===== config.mk =====
export PLATFORM = sky130hd
export DESIGN_NAME = golden_section_search_controller_core_flat
export DESIGN_NICKNAME = d
export VERILOG_FILES = /design/src/hw/rtl/gss_pkg.sv /design/src/hw/rtl/gss_if.sv /design/src/hw/rtl/gss_cfg_regs.sv /design/src/hw/rtl/gss_core.sv /design/src/hw/rtl/gss_out_buf.sv /design/src/hw/rtl/golden_section_search_controller_core.sv /design/src/flat_wrapper.sv
export SDC_FILE = /design/constraint.sdc
export NUM_CORES = 2
export LEC_CHECK = 0
export ABC_AREA = 0
export BUFFER_PORTS_ARGS = -buffer_cell sky130_fd_sc_hd__buf_2
export CAP_MARGIN = 0
export CORE_UTILIZATION = 63
export DETAILED_ROUTE_END_ITERATION = 8
export PLACE_DENSITY_LB_ADDON = 0.08
export SETUP_SLACK_MARGIN = 0.4
export SLEW_MARGIN = 5
export SYNTH_ARGS = -nofsm -noshare
export SYNTH_HDL_FRONTEND = slang
export SYNTH_SLANG_ARGS = --single-unit

===== constraint.sdc =====
create_clock -name clk_i -period 12.7 [get_ports clk_i]
set_input_delay 0.635 -clock clk_i [delete_from_list [all_inputs] [get_ports clk_i]]
set_output_delay 0.635 -clock clk_i [all_outputs]
set_load 0.02 [all_outputs]

===== src/hw/rtl/gss_pkg.sv =====
// ----------------------------------------------------------------------------
// gss_pkg
// Shared types and constants for the golden-section search controller.
// ----------------------------------------------------------------------------
`timescale 1ns / 1ps
`default_nettype none

package gss_pkg;

  localparam int unsigned ValueWidth    = 32;
  localparam int unsigned FractionBits  = 16;
  localparam int unsigned CountWidth    = 10;
  localparam int unsigned CfgIndexWidth = 8;
  localparam int unsigned ProdWidth     = ValueWidth + FractionBits;

  // 0.382 in Q0.16
  localparam logic [FractionBits-1:0] RatioQ = FractionBits'(25035);
  localparam logic [ProdWidth-1:0]    RoundHalf = ProdWidth'(1) << (FractionBits - 1);

  typedef logic [ValueWidth-1:0] value_t;
  typedef logic [CountWidth-1:0] count_t;

  typedef enum logic {
    MODE_START = 1'b0,
    MODE_LOSS  = 1'b1
  } mode_e;

  typedef enum logic [CfgIndexWidth-1:0] {
    REG_RANGE_LOW     = 8'd0,
    REG_RANGE_HIGH    = 8'd1,
    REG_STOP_WIDTH    = 8'd2,
    REG_ITERATION_CAP = 8'd3
  } reg_idx_e;

  localparam value_t RangeLowReset     = ValueWidth'(0);
  localparam value_t RangeHighReset    = ValueWidth'(65536);
  localparam value_t StopWidthReset    = ValueWidth'(66);
  localparam count_t IterationCapReset = CountWidth'(32);

  typedef struct packed {
    value_t range_low;
    value_t range_high;
    value_t stop_width;
    count_t iteration_cap;
  } cfg_t;

  typedef struct packed {
    logic   mode;
    value_t loss_first;
    value_t loss_second;
  } item_t;

  typedef struct packed {
    value_t probe_first;
    value_t probe_second;
    logic   finished;
    value_t estimate;
    logic   fault;
  } result_t;

endpackage

`default_nettype wire


===== src/hw/rtl/gss_if.sv =====
// ----------------------------------------------------------------------------
// gss interfaces
// Request, result and configuration write channels (valid/ready).
// ----------------------------------------------------------------------------
`timescale 1ns / 1ps
`default_nettype none

interface gss_req_if;
  logic        valid;
  logic        ready;
  logic        mode;
  logic [31:0] loss_first;
  logic [31:0] loss_second;

  modport source (output valid, mode, loss_first, loss_second, input ready);
  modport sink   (input valid, mode, loss_first, loss_second, output ready);
endinterface

interface gss_rsp_if;
  logic        valid;
  logic        ready;
  logic [31:0] probe_first;
  logic [31:0] probe_second;
  logic        finished;
  logic [31:0] estimate;
  logic        fault;

  modport source (output valid, probe_first, probe_second, finished, estimate, fault,
                  input ready);
  modport sink   (input valid, probe_first, probe_second, finished, estimate, fault,
                  output ready);
endinterface

interface gss_cfg_if;
  logic        valid;
  logic        ready;
  logic [7:0]  index;
  logic [31:0] data;

  modport source (output valid, index, data, input ready);
  modport sink   (input valid, index, data, output ready);
endinterface

`default_nettype wire


===== src/hw/rtl/gss_cfg_regs.sv =====
// ----------------------------------------------------------------------------
// gss_cfg_regs
// Configuration register file: bounds, stop width and iteration cap.
// ----------------------------------------------------------------------------
`timescale 1ns / 1ps
`default_nettype none

module gss_cfg_regs (
  input  wire logic                             clk_i,
  input  wire logic                             rst_ni,
  input  wire logic                             we_i,
  input  wire logic [gss_pkg::CfgIndexWidth-1:0] idx_i,
  input  wire logic [gss_pkg::ValueWidth-1:0]   data_i,
  output gss_pkg::cfg_t                         cfg_o
);
  import gss_pkg::*;

  cfg_t cfg_q;

  always_ff @(posedge clk_i or negedge rst_ni) begin
    if (!rst_ni) begin
      cfg_q.range_low     <= RangeLowReset;
      cfg_q.range_high    <= RangeHighReset;
      cfg_q.stop_width    <= StopWidthReset;
      cfg_q.iteration_cap <= IterationCapReset;
    end else if (we_i) begin
      unique case (idx_i)
        REG_RANGE_LOW:     cfg_q.range_low     <= data_i;
        REG_RANGE_HIGH:    cfg_q.range_high    <= data_i;
        REG_STOP_WIDTH:    cfg_q.stop_width    <= data_i;
        REG_ITERATION_CAP: cfg_q.iteration_cap <= data_i[CountWidth-1:0];
        default: ;
      endcase
    end
  end

  assign cfg_o = cfg_q;

endmodule

`default_nettype wire


===== src/hw/rtl/gss_core.sv =====
// ----------------------------------------------------------------------------
// gss_core
// Search state and single-pass next-state / result logic for one request.
// ----------------------------------------------------------------------------
`timescale 1ns / 1ps
`default_nettype none

module gss_core (
  input  wire logic           clk_i,
  input  wire logic           rst_ni,
  input  wire logic           accept_i,
  input  wire gss_pkg::item_t item_i,
  input  wire gss_pkg::cfg_t  cfg_i,
  output gss_pkg::result_t    result_o
);
  import gss_pkg::*;

  value_t low_q, low_d, high_q, high_d;
  value_t pa_q, pa_d, pb_q, pb_d;
  count_t cnt_q, cnt_d;
  logic   searching_q, searching_d;

  logic                 is_start, is_fault, first_lt;
  value_t               lo_n, hi_n, span_w, off, calc_a, calc_b, mid;
  logic [ProdWidth-1:0] prod;
  logic                 stop;

  always_comb begin
    is_start = (item_i.mode == MODE_START);
    is_fault = !is_start && !searching_q;
    first_lt = item_i.loss_first < item_i.loss_second;

    // interval after this request
    if (is_start) begin
      lo_n = cfg_i.range_low;
      hi_n = cfg_i.range_high;
    end else if (first_lt) begin
      lo_n = low_q;
      hi_n = pb_q;
    end else begin
      lo_n = pa_q;
      hi_n = high_q;
    end

    span_w = (hi_n >= lo_n) ? (hi_n - lo_n) : '0;
    prod   = ProdWidth'(span_w) * ProdWidth'(RatioQ) + RoundHalf;
    off    = prod[ProdWidth-1:FractionBits];
    calc_a = lo_n + off;
    calc_b = hi_n - off;

    cnt_d = is_start ? '0 : cnt_q + CountWidth'(1);
    stop  = (cnt_d >= cfg_i.iteration_cap) || (hi_n < lo_n) ||
            (span_w < cfg_i.stop_width);

    // floor((lo + hi) / 2) without a carry out
    mid = {1'b0, lo_n[ValueWidth-1:1]} + {1'b0, hi_n[ValueWidth-1:1]} +
          ValueWidth'(lo_n[0] & hi_n[0]);

    low_d  = lo_n;
    high_d = hi_n;
    if (is_start) begin
      pa_d = calc_a;
      pb_d = calc_b;
    end else if (first_lt) begin
      pa_d = calc_a;
      pb_d = pa_q;
    end else begin
      pa_d = pb_q;
      pb_d = calc_b;
    end
    searching_d = !stop;

    result_o = '0;
    if (is_fault) begin
      result_o.fault = 1'b1;
    end else if (stop) begin
      result_o.finished = 1'b1;
      result_o.estimate = mid;
    end else begin
      result_o.probe_first  = pa_d;
      result_o.probe_second = pb_d;
    end
  end

  always_ff @(posedge clk_i or negedge rst_ni) begin
    if (!rst_ni) begin
      low_q       <= '0;
      high_q      <= '0;
      pa_q        <= '0;
      pb_q        <= '0;
      cnt_q       <= '0;
      searching_q <= 1'b0;
    end else if (accept_i && !is_fault) begin
      low_q       <= low_d;
      high_q      <= high_d;
      pa_q        <= pa_d;
      pb_q        <= pb_d;
      cnt_q       <= cnt_d;
      searching_q <= searching_d;
    end
  end

endmodule

`default_nettype wire


===== src/hw/rtl/gss_out_buf.sv =====
// ----------------------------------------------------------------------------
// gss_out_buf
// Two-entry result buffer; keeps requests flowing while a result waits.
// ----------------------------------------------------------------------------
`timescale 1ns / 1ps
`default_nettype none

module gss_out_buf (
  input  wire logic             clk_i,
  input  wire logic             rst_ni,
  input  wire logic             push_i,
  input  wire gss_pkg::result_t data_i,
  output logic                  space_o,
  output logic                  valid_o,
  input  wire logic             pop_i,
  output gss_pkg::result_t      data_o
);
  import gss_pkg::*;

  result_t    ent_q [2];
  logic       wr_ptr_q, rd_ptr_q;
  logic [1:0] cnt_q;

  assign space_o = (cnt_q != 2'd2);
  assign valid_o = (cnt_q != 2'd0);
  assign data_o  = ent_q[rd_ptr_q];

  always_ff @(posedge clk_i or negedge rst_ni) begin
    if (!rst_ni) begin
      wr_ptr_q <= 1'b0;
      rd_ptr_q <= 1'b0;
      cnt_q    <= 2'd0;
    end else begin
      if (push_i) wr_ptr_q <= !wr_ptr_q;
      if (pop_i)  rd_ptr_q <= !rd_ptr_q;
      cnt_q <= cnt_q + 2'(push_i) - 2'(pop_i);
    end
  end

  always_ff @(posedge clk_i) begin
    if (push_i) begin
      ent_q[wr_ptr_q] <= data_i;
    end
  end

endmodule

`default_nettype wire


===== src/hw/rtl/golden_section_search_controller_core.sv =====
// ----------------------------------------------------------------------------
// golden_section_search_controller_core
// Golden-section search controller, unsigned Q16.16 interval and probes.
// ----------------------------------------------------------------------------
// Usage:
//   cfg_i : register writes (index 0 range_low, 1 range_high, 2 stop_width,
//           3 iteration_cap); always ready, write only while idle.
//   in_i  : requests. mode 0 loads the bounds and starts a search, mode 1
//           carries the two losses measured at the last probe pair.
//   out_o : one result per request: next probe pair, or finished with the
//           midpoint estimate, or fault for a loss with no active search.
// Latency: offered the cycle after acceptance when no older result waits.
// Throughput: one request per cycle while the result buffer has space; the
//   whole update (span, one 32x16 constant multiply, probe add/sub, stop
//   compare) is combinational; search state is written at the accepting edge.
// Stall: a two-entry result buffer holds results while out_o is stalled;
//   in_i.ready drops only when both entries are occupied.
// Reset: config returns to its defaults, no search is active, the result
//   buffer is empty.
// ----------------------------------------------------------------------------
`timescale 1ns / 1ps
`default_nettype none

module golden_section_search_controller_core (
  input  wire logic  clk_i,
  input  wire logic  rst_ni,
  gss_cfg_if.sink    cfg_i,
  gss_req_if.sink    in_i,
  gss_rsp_if.source  out_o
);
  import gss_pkg::*;

  cfg_t    cfg;
  item_t   item;
  result_t res, res_out;
  logic    accept, space, pop;

  assign cfg_i.ready = 1'b1;

  gss_cfg_regs u_cfg (
    .clk_i  (clk_i),
    .rst_ni (rst_ni),
    .we_i   (cfg_i.valid),
    .idx_i  (cfg_i.index),
    .data_i (cfg_i.data),
    .cfg_o  (cfg)
  );

  assign item.mode        = in_i.mode;
  assign item.loss_first  = in_i.loss_first;
  assign item.loss_second = in_i.loss_second;
  assign in_i.ready       = space;
  assign accept           = in_i.valid && space;

  gss_core u_core (
    .clk_i    (clk_i),
    .rst_ni   (rst_ni),
    .accept_i (accept),
    .item_i   (item),
    .cfg_i    (cfg),
    .result_o (res)
  );

  assign pop = out_o.valid && out_o.ready;

  gss_out_buf u_obuf (
    .clk_i   (clk_i),
    .rst_ni  (rst_ni),
    .push_i  (accept),
    .data_i  (res),
    .space_o (space),
    .valid_o (out_o.valid),
    .pop_i   (pop),
    .data_o  (res_out)
  );

  assign out_o.probe_first  = res_out.probe_first;
  assign out_o.probe_second = res_out.probe_second;
  assign out_o.finished     = res_out.finished;
  assign out_o.estimate     = res_out.estimate;
  assign out_o.fault        = res_out.fault;

endmodule

`default_nettype wire


===== src/flat_wrapper.sv =====
// flat-port wrapper written by rule: the top's interface ports become plain ports
module golden_section_search_controller_core_flat import gss_pkg::*;
  (clk_i, rst_ni, cfg_i_valid, cfg_i_index, cfg_i_data, cfg_i_ready, in_i_valid, in_i_mode, in_i_loss_first, in_i_loss_second, in_i_ready, out_o_valid, out_o_probe_first, out_o_probe_second, out_o_finished, out_o_estimate, out_o_fault, out_o_ready);
  gss_cfg_if cfg_i_i ();
  gss_req_if in_i_i ();
  gss_rsp_if out_o_i ();
  input  wire logic clk_i;
  input  wire logic rst_ni;
  input wire logic [$bits(cfg_i_i.valid)-1:0] cfg_i_valid;
  input wire logic [$bits(cfg_i_i.index)-1:0] cfg_i_index;
  input wire logic [$bits(cfg_i_i.data)-1:0] cfg_i_data;
  output wire logic [$bits(cfg_i_i.ready)-1:0] cfg_i_ready;
  input wire logic [$bits(in_i_i.valid)-1:0] in_i_valid;
  input wire logic [$bits(in_i_i.mode)-1:0] in_i_mode;
  input wire logic [$bits(in_i_i.loss_first)-1:0] in_i_loss_first;
  input wire logic [$bits(in_i_i.loss_second)-1:0] in_i_loss_second;
  output wire logic [$bits(in_i_i.ready)-1:0] in_i_ready;
  output wire logic [$bits(out_o_i.valid)-1:0] out_o_valid;
  output wire logic [$bits(out_o_i.probe_first)-1:0] out_o_probe_first;
  output wire logic [$bits(out_o_i.probe_second)-1:0] out_o_probe_second;
  output wire logic [$bits(out_o_i.finished)-1:0] out_o_finished;
  output wire logic [$bits(out_o_i.estimate)-1:0] out_o_estimate;
  output wire logic [$bits(out_o_i.fault)-1:0] out_o_fault;
  input wire logic [$bits(out_o_i.ready)-1:0] out_o_ready;
  assign cfg_i_i.valid = cfg_i_valid;
  assign cfg_i_i.index = cfg_i_index;
  assign cfg_i_i.data = cfg_i_data;
  assign cfg_i_ready = cfg_i_i.ready;
  assign in_i_i.valid = in_i_valid;
  assign in_i_i.mode = in_i_mode;
  assign in_i_i.loss_first = in_i_loss_first;
  assign in_i_i.loss_second = in_i_loss_second;
  assign in_i_ready = in_i_i.ready;
  assign out_o_valid = out_o_i.valid;
  assign out_o_probe_first = out_o_i.probe_first;
  assign out_o_probe_second = out_o_i.probe_second;
  assign out_o_finished = out_o_i.finished;
  assign out_o_estimate = out_o_i.estimate;
  assign out_o_fault = out_o_i.fault;
  assign out_o_i.ready = out_o_ready;
  golden_section_search_controller_core u_core (.clk_i(clk_i), .rst_ni(rst_ni), .cfg_i(cfg_i_i), .in_i(in_i_i), .out_o(out_o_i));
endmodule

**After elaboration in Yosys (flattened, before gate mapping)**

Memories as Yosys holds them, arrays and structs flattened.
Cells that the tools add are included.

- Register bits: 249
- RAM bits: 196
- Output and inout bits: 101
- Memories kept: 1

- Add/sub/neg operators: 9
- $mul: 1
- $lt $le $gt $ge: 5
- Equal/unequal tests: 4
- Multiplexer cells: 16
- Bitwise operators: 1
- Reductions and logical operators: 17

Memory list:

| memory | words | width | rd ports | clocked after memory_dff | write ports | line | source |
|---|---|---|---|---|---|---|---|
| u_core.u_obuf.ent_q | 2 | 98 | 1 | 0 | 1 | gss_out_buf.sv:20 | `result_t ent_q [2];` |

Operator list:

| cell | number |
|---|---|
| 2-to-1 mux 32 bit | 9 |
| 2-to-1 mux 97 bit | 1 |
| < comparator 32 bit | 3 |
| 2-to-1 mux 64 bit | 1 |
| subtractor 32 bit | 2 |
| adder 47 x 16 -> 48 bit, second input constant | 1 |
| multiplier 32 x 15 -> 47 bit, second input constant | 1 |
| 2-to-1 mux 33 bit | 1 |
| adder 31 x 31 -> 32 bit | 1 |
| adder 32 x 1 -> 32 bit | 1 |
| adder 32 bit | 1 |
| >= comparator 32 bit | 1 |
| equality test 8 x 2 -> 1 bit, second input constant | 2 |
| adder 10 x 1 -> 10 bit, second input constant | 1 |
| >= comparator 10 bit | 1 |
| 2-to-1 mux 10 bit | 1 |
| equality test 8 x 1 -> 1 bit, second input constant | 1 |
| zero test 8 bit | 1 |
| AND reduction 2 bit | 4 |
| zero test 1 bit | 5 |
| logical AND 1 bit | 4 |
| 2-to-1 mux 1 bit | 3 |
| adder 2 x 1 -> 2 bit | 1 |
| logical OR 1 bit | 2 |
| other kinds (4) | 4 |

**Depth between registers and ports, before layout**

- Depth after elaboration: 12
- Depth in mapped cells: 68
- Depth with buffers taken out: 66

**By module**

A second synthesis with hierarchy kept.

- Cells, all modules: 3628
- Area total of the unflattened synthesis: 36129.7 µm²

By module, submodules not included:

| module | instances | cells each | area an instance (µm²) |
|---|---|---|---|
| gss_core | 1 | 3076 | 24795.0 |
| gss_out_buf | 1 | 320 | 7299.5 |
| gss_cfg_regs | 1 | 228 | 4011.3 |
| golden_section_search_controller_core | 1 | 4 | 23.8 |

**Least setup slack after synthesis**

No wires, ideal clock.

- Path kind: in2reg
- Start point: in in_i_loss_second[17]
- End point: mem u_core.u_obuf.ent_q[0][65] (netlist name) (data pin)
- Arrival time: 13.595 ns
- Required time: 12.430 ns
- Setup slack: -1.165 ns
- Stages on the path: 64
- Buffers on the path: 2
- Cells stage by stage: inv_1 ha_1 a21o_1 a21o_1 a21oi_1 o211ai_1 o211ai_1 o211ai_1 a221o_1 clkbuf_1 buf_1 mux2i_1 nor2_1 a21oi_1 inv_1 ha_1 o21ba_2 o21bai_1 [28 not listed] a21o_1 o2111a_1 o32ai_2 o21ai_1 a21oi_1 o21bai_1 xnor2_1 ha_1 a21oi_1 nor2b_1 o21ai_0 nand2b_1 a221o_1 a21oi_2 xnor3_1 xnor2_1 o21ai_1 nor2b_1

RTL lines:

| item | line | source |
|---|---|---|
| from (decl) | flat_wrapper.sv:16 | `input wire logic [$bits(in_i_i.loss_second)-1:0] in_i_loss_second;` |
| to (decl) | gss_out_buf.sv:20 |  |

==> reports/qor.csv <==
metric,value,unit
slowest CP cell,a2111oi_0,
CTS Buffer Depth,3,
pin count of the biggest net entering global routing,114,
CP required,13.12,ns
clk slew on worst S/H paths,0.06,ns
clock skew,0.0755,ns
outcome,"finished, violations left",
CTS tree,done,
detailed placer's ending HPWL,86.7,mm
grt met2 use,63.6,%
max-cap violation count,0,
Post-synth EDFFs,196,
ys async rst share,56.0,%
gr ovfl total,0,
failing checks,"DRC, setup timing",
Clock Root Buffer,clkbuf_16,
critical path type,primary input to flop,
Layout Cells excl Fill,5283,
Placed Cells,5091,
worst hold path type,primary input to flop,
relative slew slack,17.6,%
grt met1 use,55.1,%
startpoint types,primary input,
Avg Vias per Cell,6.19,
htree depth,2,
Crit. End Element,flop,
Post-Syn Nets,4356,
I/O pin count,211,
Starting Density,64.3,%
Critical Path AT,13.55,ns
Syn Inst Count,3629,
antenna violations before repair,8,
"critical path fanouts, max",14,
final count of pins violating max slew,0,
layout cell share with drive strength beyond 1,35.1,%
initial detailed-routing violation count,4065,
Clock Sinks,445,
synthesized area,0.0358,sq mm
Synth area leader,dfrtp_1,
Final ANT Viol Nets,0,
measured slew at the worst slew-check pin,1.23,ns
Synth Area per Inst,9.86,sq um
drc violations,1,
RePlAce Congestion,0.975,
later-pin clock latency in the skew report,0.63,ns
Main synth FF type,dfrtp_1,
Place WS,-1.35,ns
most used routing layer,met2,
Yosys cell types,84,
Layout area overhead,30.6,%
synthesized flop and latch total,445,
unrepaired setup endpoints after global routing,yes,
DR WL/cell,23.4,microns
Synth top area share,17.1,%
Final setup viols,52,
first-pass GRT wire length,176,mm
Synth Warn #,0,
vias in the first global route,32125,
Core ar.,0.0556,sq mm
met3 Usage GRT,7.21,%
Final Net Count,5221,
die width,240,microns
TritonCTS Buffers,47,
DR vias,32693,
Crit path largest cell delay,0.52,ns
All-Layer GR Usage,39.9,%
DRT Pass-1 Iters,9,
sequential fraction of the synthesis area,33.9,%
DRT Wirelength,124,mm
die area,0.0577,sq mm
Tmin final,13.13,ns
worst hold slack,0.288,ns
Final Cycle Share,103,%
row count,86,
Buffers on Ports,209,
top post-synthesis cells by area,"dfrtp_1 (17%), edfxtp_1 (16%), ha_1 (16%), fa_1 (9.2%), mux2_2 (6.8%)",
final hold vios,0,
Vert. Die Dim,240,microns
Sum Neg Setup Slack,-10.97,ns
Setup WS post-layout,-0.433,ns
Fmax,76.1,MHz
## metal layers
metal | routed length (microns) | up-vias | part of all wire [%]
met2 | 56000 | 2252 | 45
li1 | - | 14093 | -
met3 | 14800 | 559 | 12
met4 | 5770 | 8 | 4.7
met5 | 47 | - | 0.038
met1 | 47200 | 15781 | 38
## through the flow
| step | utilization, % | instance area (sq um) |
|---|---|---|
| floorplan | - | 36300 |
| global placement | 76.5 | 42600 |
| detailed placement | 76.5 | 42600 |
| CTS | 81.6 | 45400 |
| global route | 84.0 | 46700 |
| finish | 84.0 | 46700 |
## layout by cell type, fill, tap and decap left out, drive strengths merged, types with 16 or more instances in the layout
cell    instances
a211oi         21
nor2          254
nand2         320
fa            165
nand4          16
o21bai         28
a21oi         215
nor3           53
nand3          35
nor2b          38
ha            452
buf           935
xnor2          94
a21o           69
inv           503
o21ai         201
mux2i          72
clkinv         16
dfrtp         245
nand2b         29
clkbuf         62
edfxtp        196
and2           25
mux2          215
or2            25
xor2           47
## logic make-up after synthesis
family | Yosys count | share of synthesized area, %
AND/OR/NAND/NOR | 856 | 10.9
AO/OA/AOI/OAI | 660 | 11.3
other | 1 | 0.0105
flip-flops | 445 | 33.9
adder cells (fa/ha/maj) | 618 | 25.1
XOR/XNOR | 142 | 3.51
multiplexers | 287 | 8.78
buffers and inverters | 620 | 6.57
## sequential cells by signal, indices dropped and copies added, names as in the netlist
name                       flops
u_core.u_core.pb_q            32
u_core.u_obuf.cnt_q            2
u_core.u_core.cnt_q           10
u_core.u_obuf.wr_ptr_q         1
u_core.u_core.pa_q            32
u_core.u_core.low_q           32
u_core.u_core.searching_q      1
u_core.u_obuf.rd_ptr_q         1
u_core.u_cfg.cfg_o           106
u_core.u_core.high_q          32
u_core.u_obuf.ent_q          196
## worst max-delay path, delay by kind of cell
kind	cells	cell delay, ns
AOI/OAI and AO/OA	25	4.98
adders and majority gates	10	3.57
and+or+nand+nor	12	2.28
buffers and inverters	14	1.64
xor gates and xnor gates	2	0.26
muxes	1	0.17
## Yosys cell counts, types with 8 or more instances
library cell	n
inv_1	499
ha_1	452
nand2_1	320
nor2_1	254
dfrtp_1	245
mux2_2	215
a21oi_1	212
edfxtp_1	196
o21ai_0	194
fa_1	165
clkbuf_1	99
xnor2_1	94
mux2i_1	72
a21o_1	69
nor3_1	52
xor2_1	47
nor2b_1	38
nand3_1	35
nand2b_1	29
o21bai_1	28
and2_1	25
or2_2	24
a211oi_1	21
nand4_1	16
and3_1	15
o21a_1	14
buf_2	13
a31oi_1	10
o211ai_1	9
o31ai_1	9
o31a_1	8
or3_1	8
## what timing repair did
action                                  CTS  global route
setup buffers                            63            37
endpoints found under the hold margin    35             0
gates cloned                              0             1
hold buffers                              1             0
gates resized for setup                 171           232
endpoints found under the setup margin   97           134
pin swaps                               110           129
## layout make-up
type	count	area, sq um
Fill cell	2987	8910
Clock inverter	26	307
Timing Repair Buffer	937	6850
Sequential cell	445	12100
Tap cell	748	936
Multi-Input combinational cell	2564	23300
Clock buffer	61	1280
Inverter	499	1900
Antenna cell	3	7.51
## final timing paths
kind / from / to / slack [ns] / cells after the start
min: cfg_i_data[27] / u_core.u_cfg.cfg_o[37] / 0.29 / 2
max in group asynchronous: rst_ni / u_core.u_cfg.cfg_o[19] / 10.77 / 3
max reg2reg: u_core.u_core.pa_q[7] / u_core.u_obuf.ent_q[0][63] / 0.98 / 55
max: in_i_loss_first[9] / u_core.u_obuf.ent_q[0][63] / -0.43 / 64
min reg2reg: u_core.u_core.high_q[20] / u_core.u_core.high_q[20] / 0.48 / 2
min in group asynchronous: rst_ni / u_core.u_core.pa_q[1] / 0.54 / 2
Power is left out: the tool's default activity adds up to more than one toggle a clock period on the data nets, which glitch-free logic cannot reach.
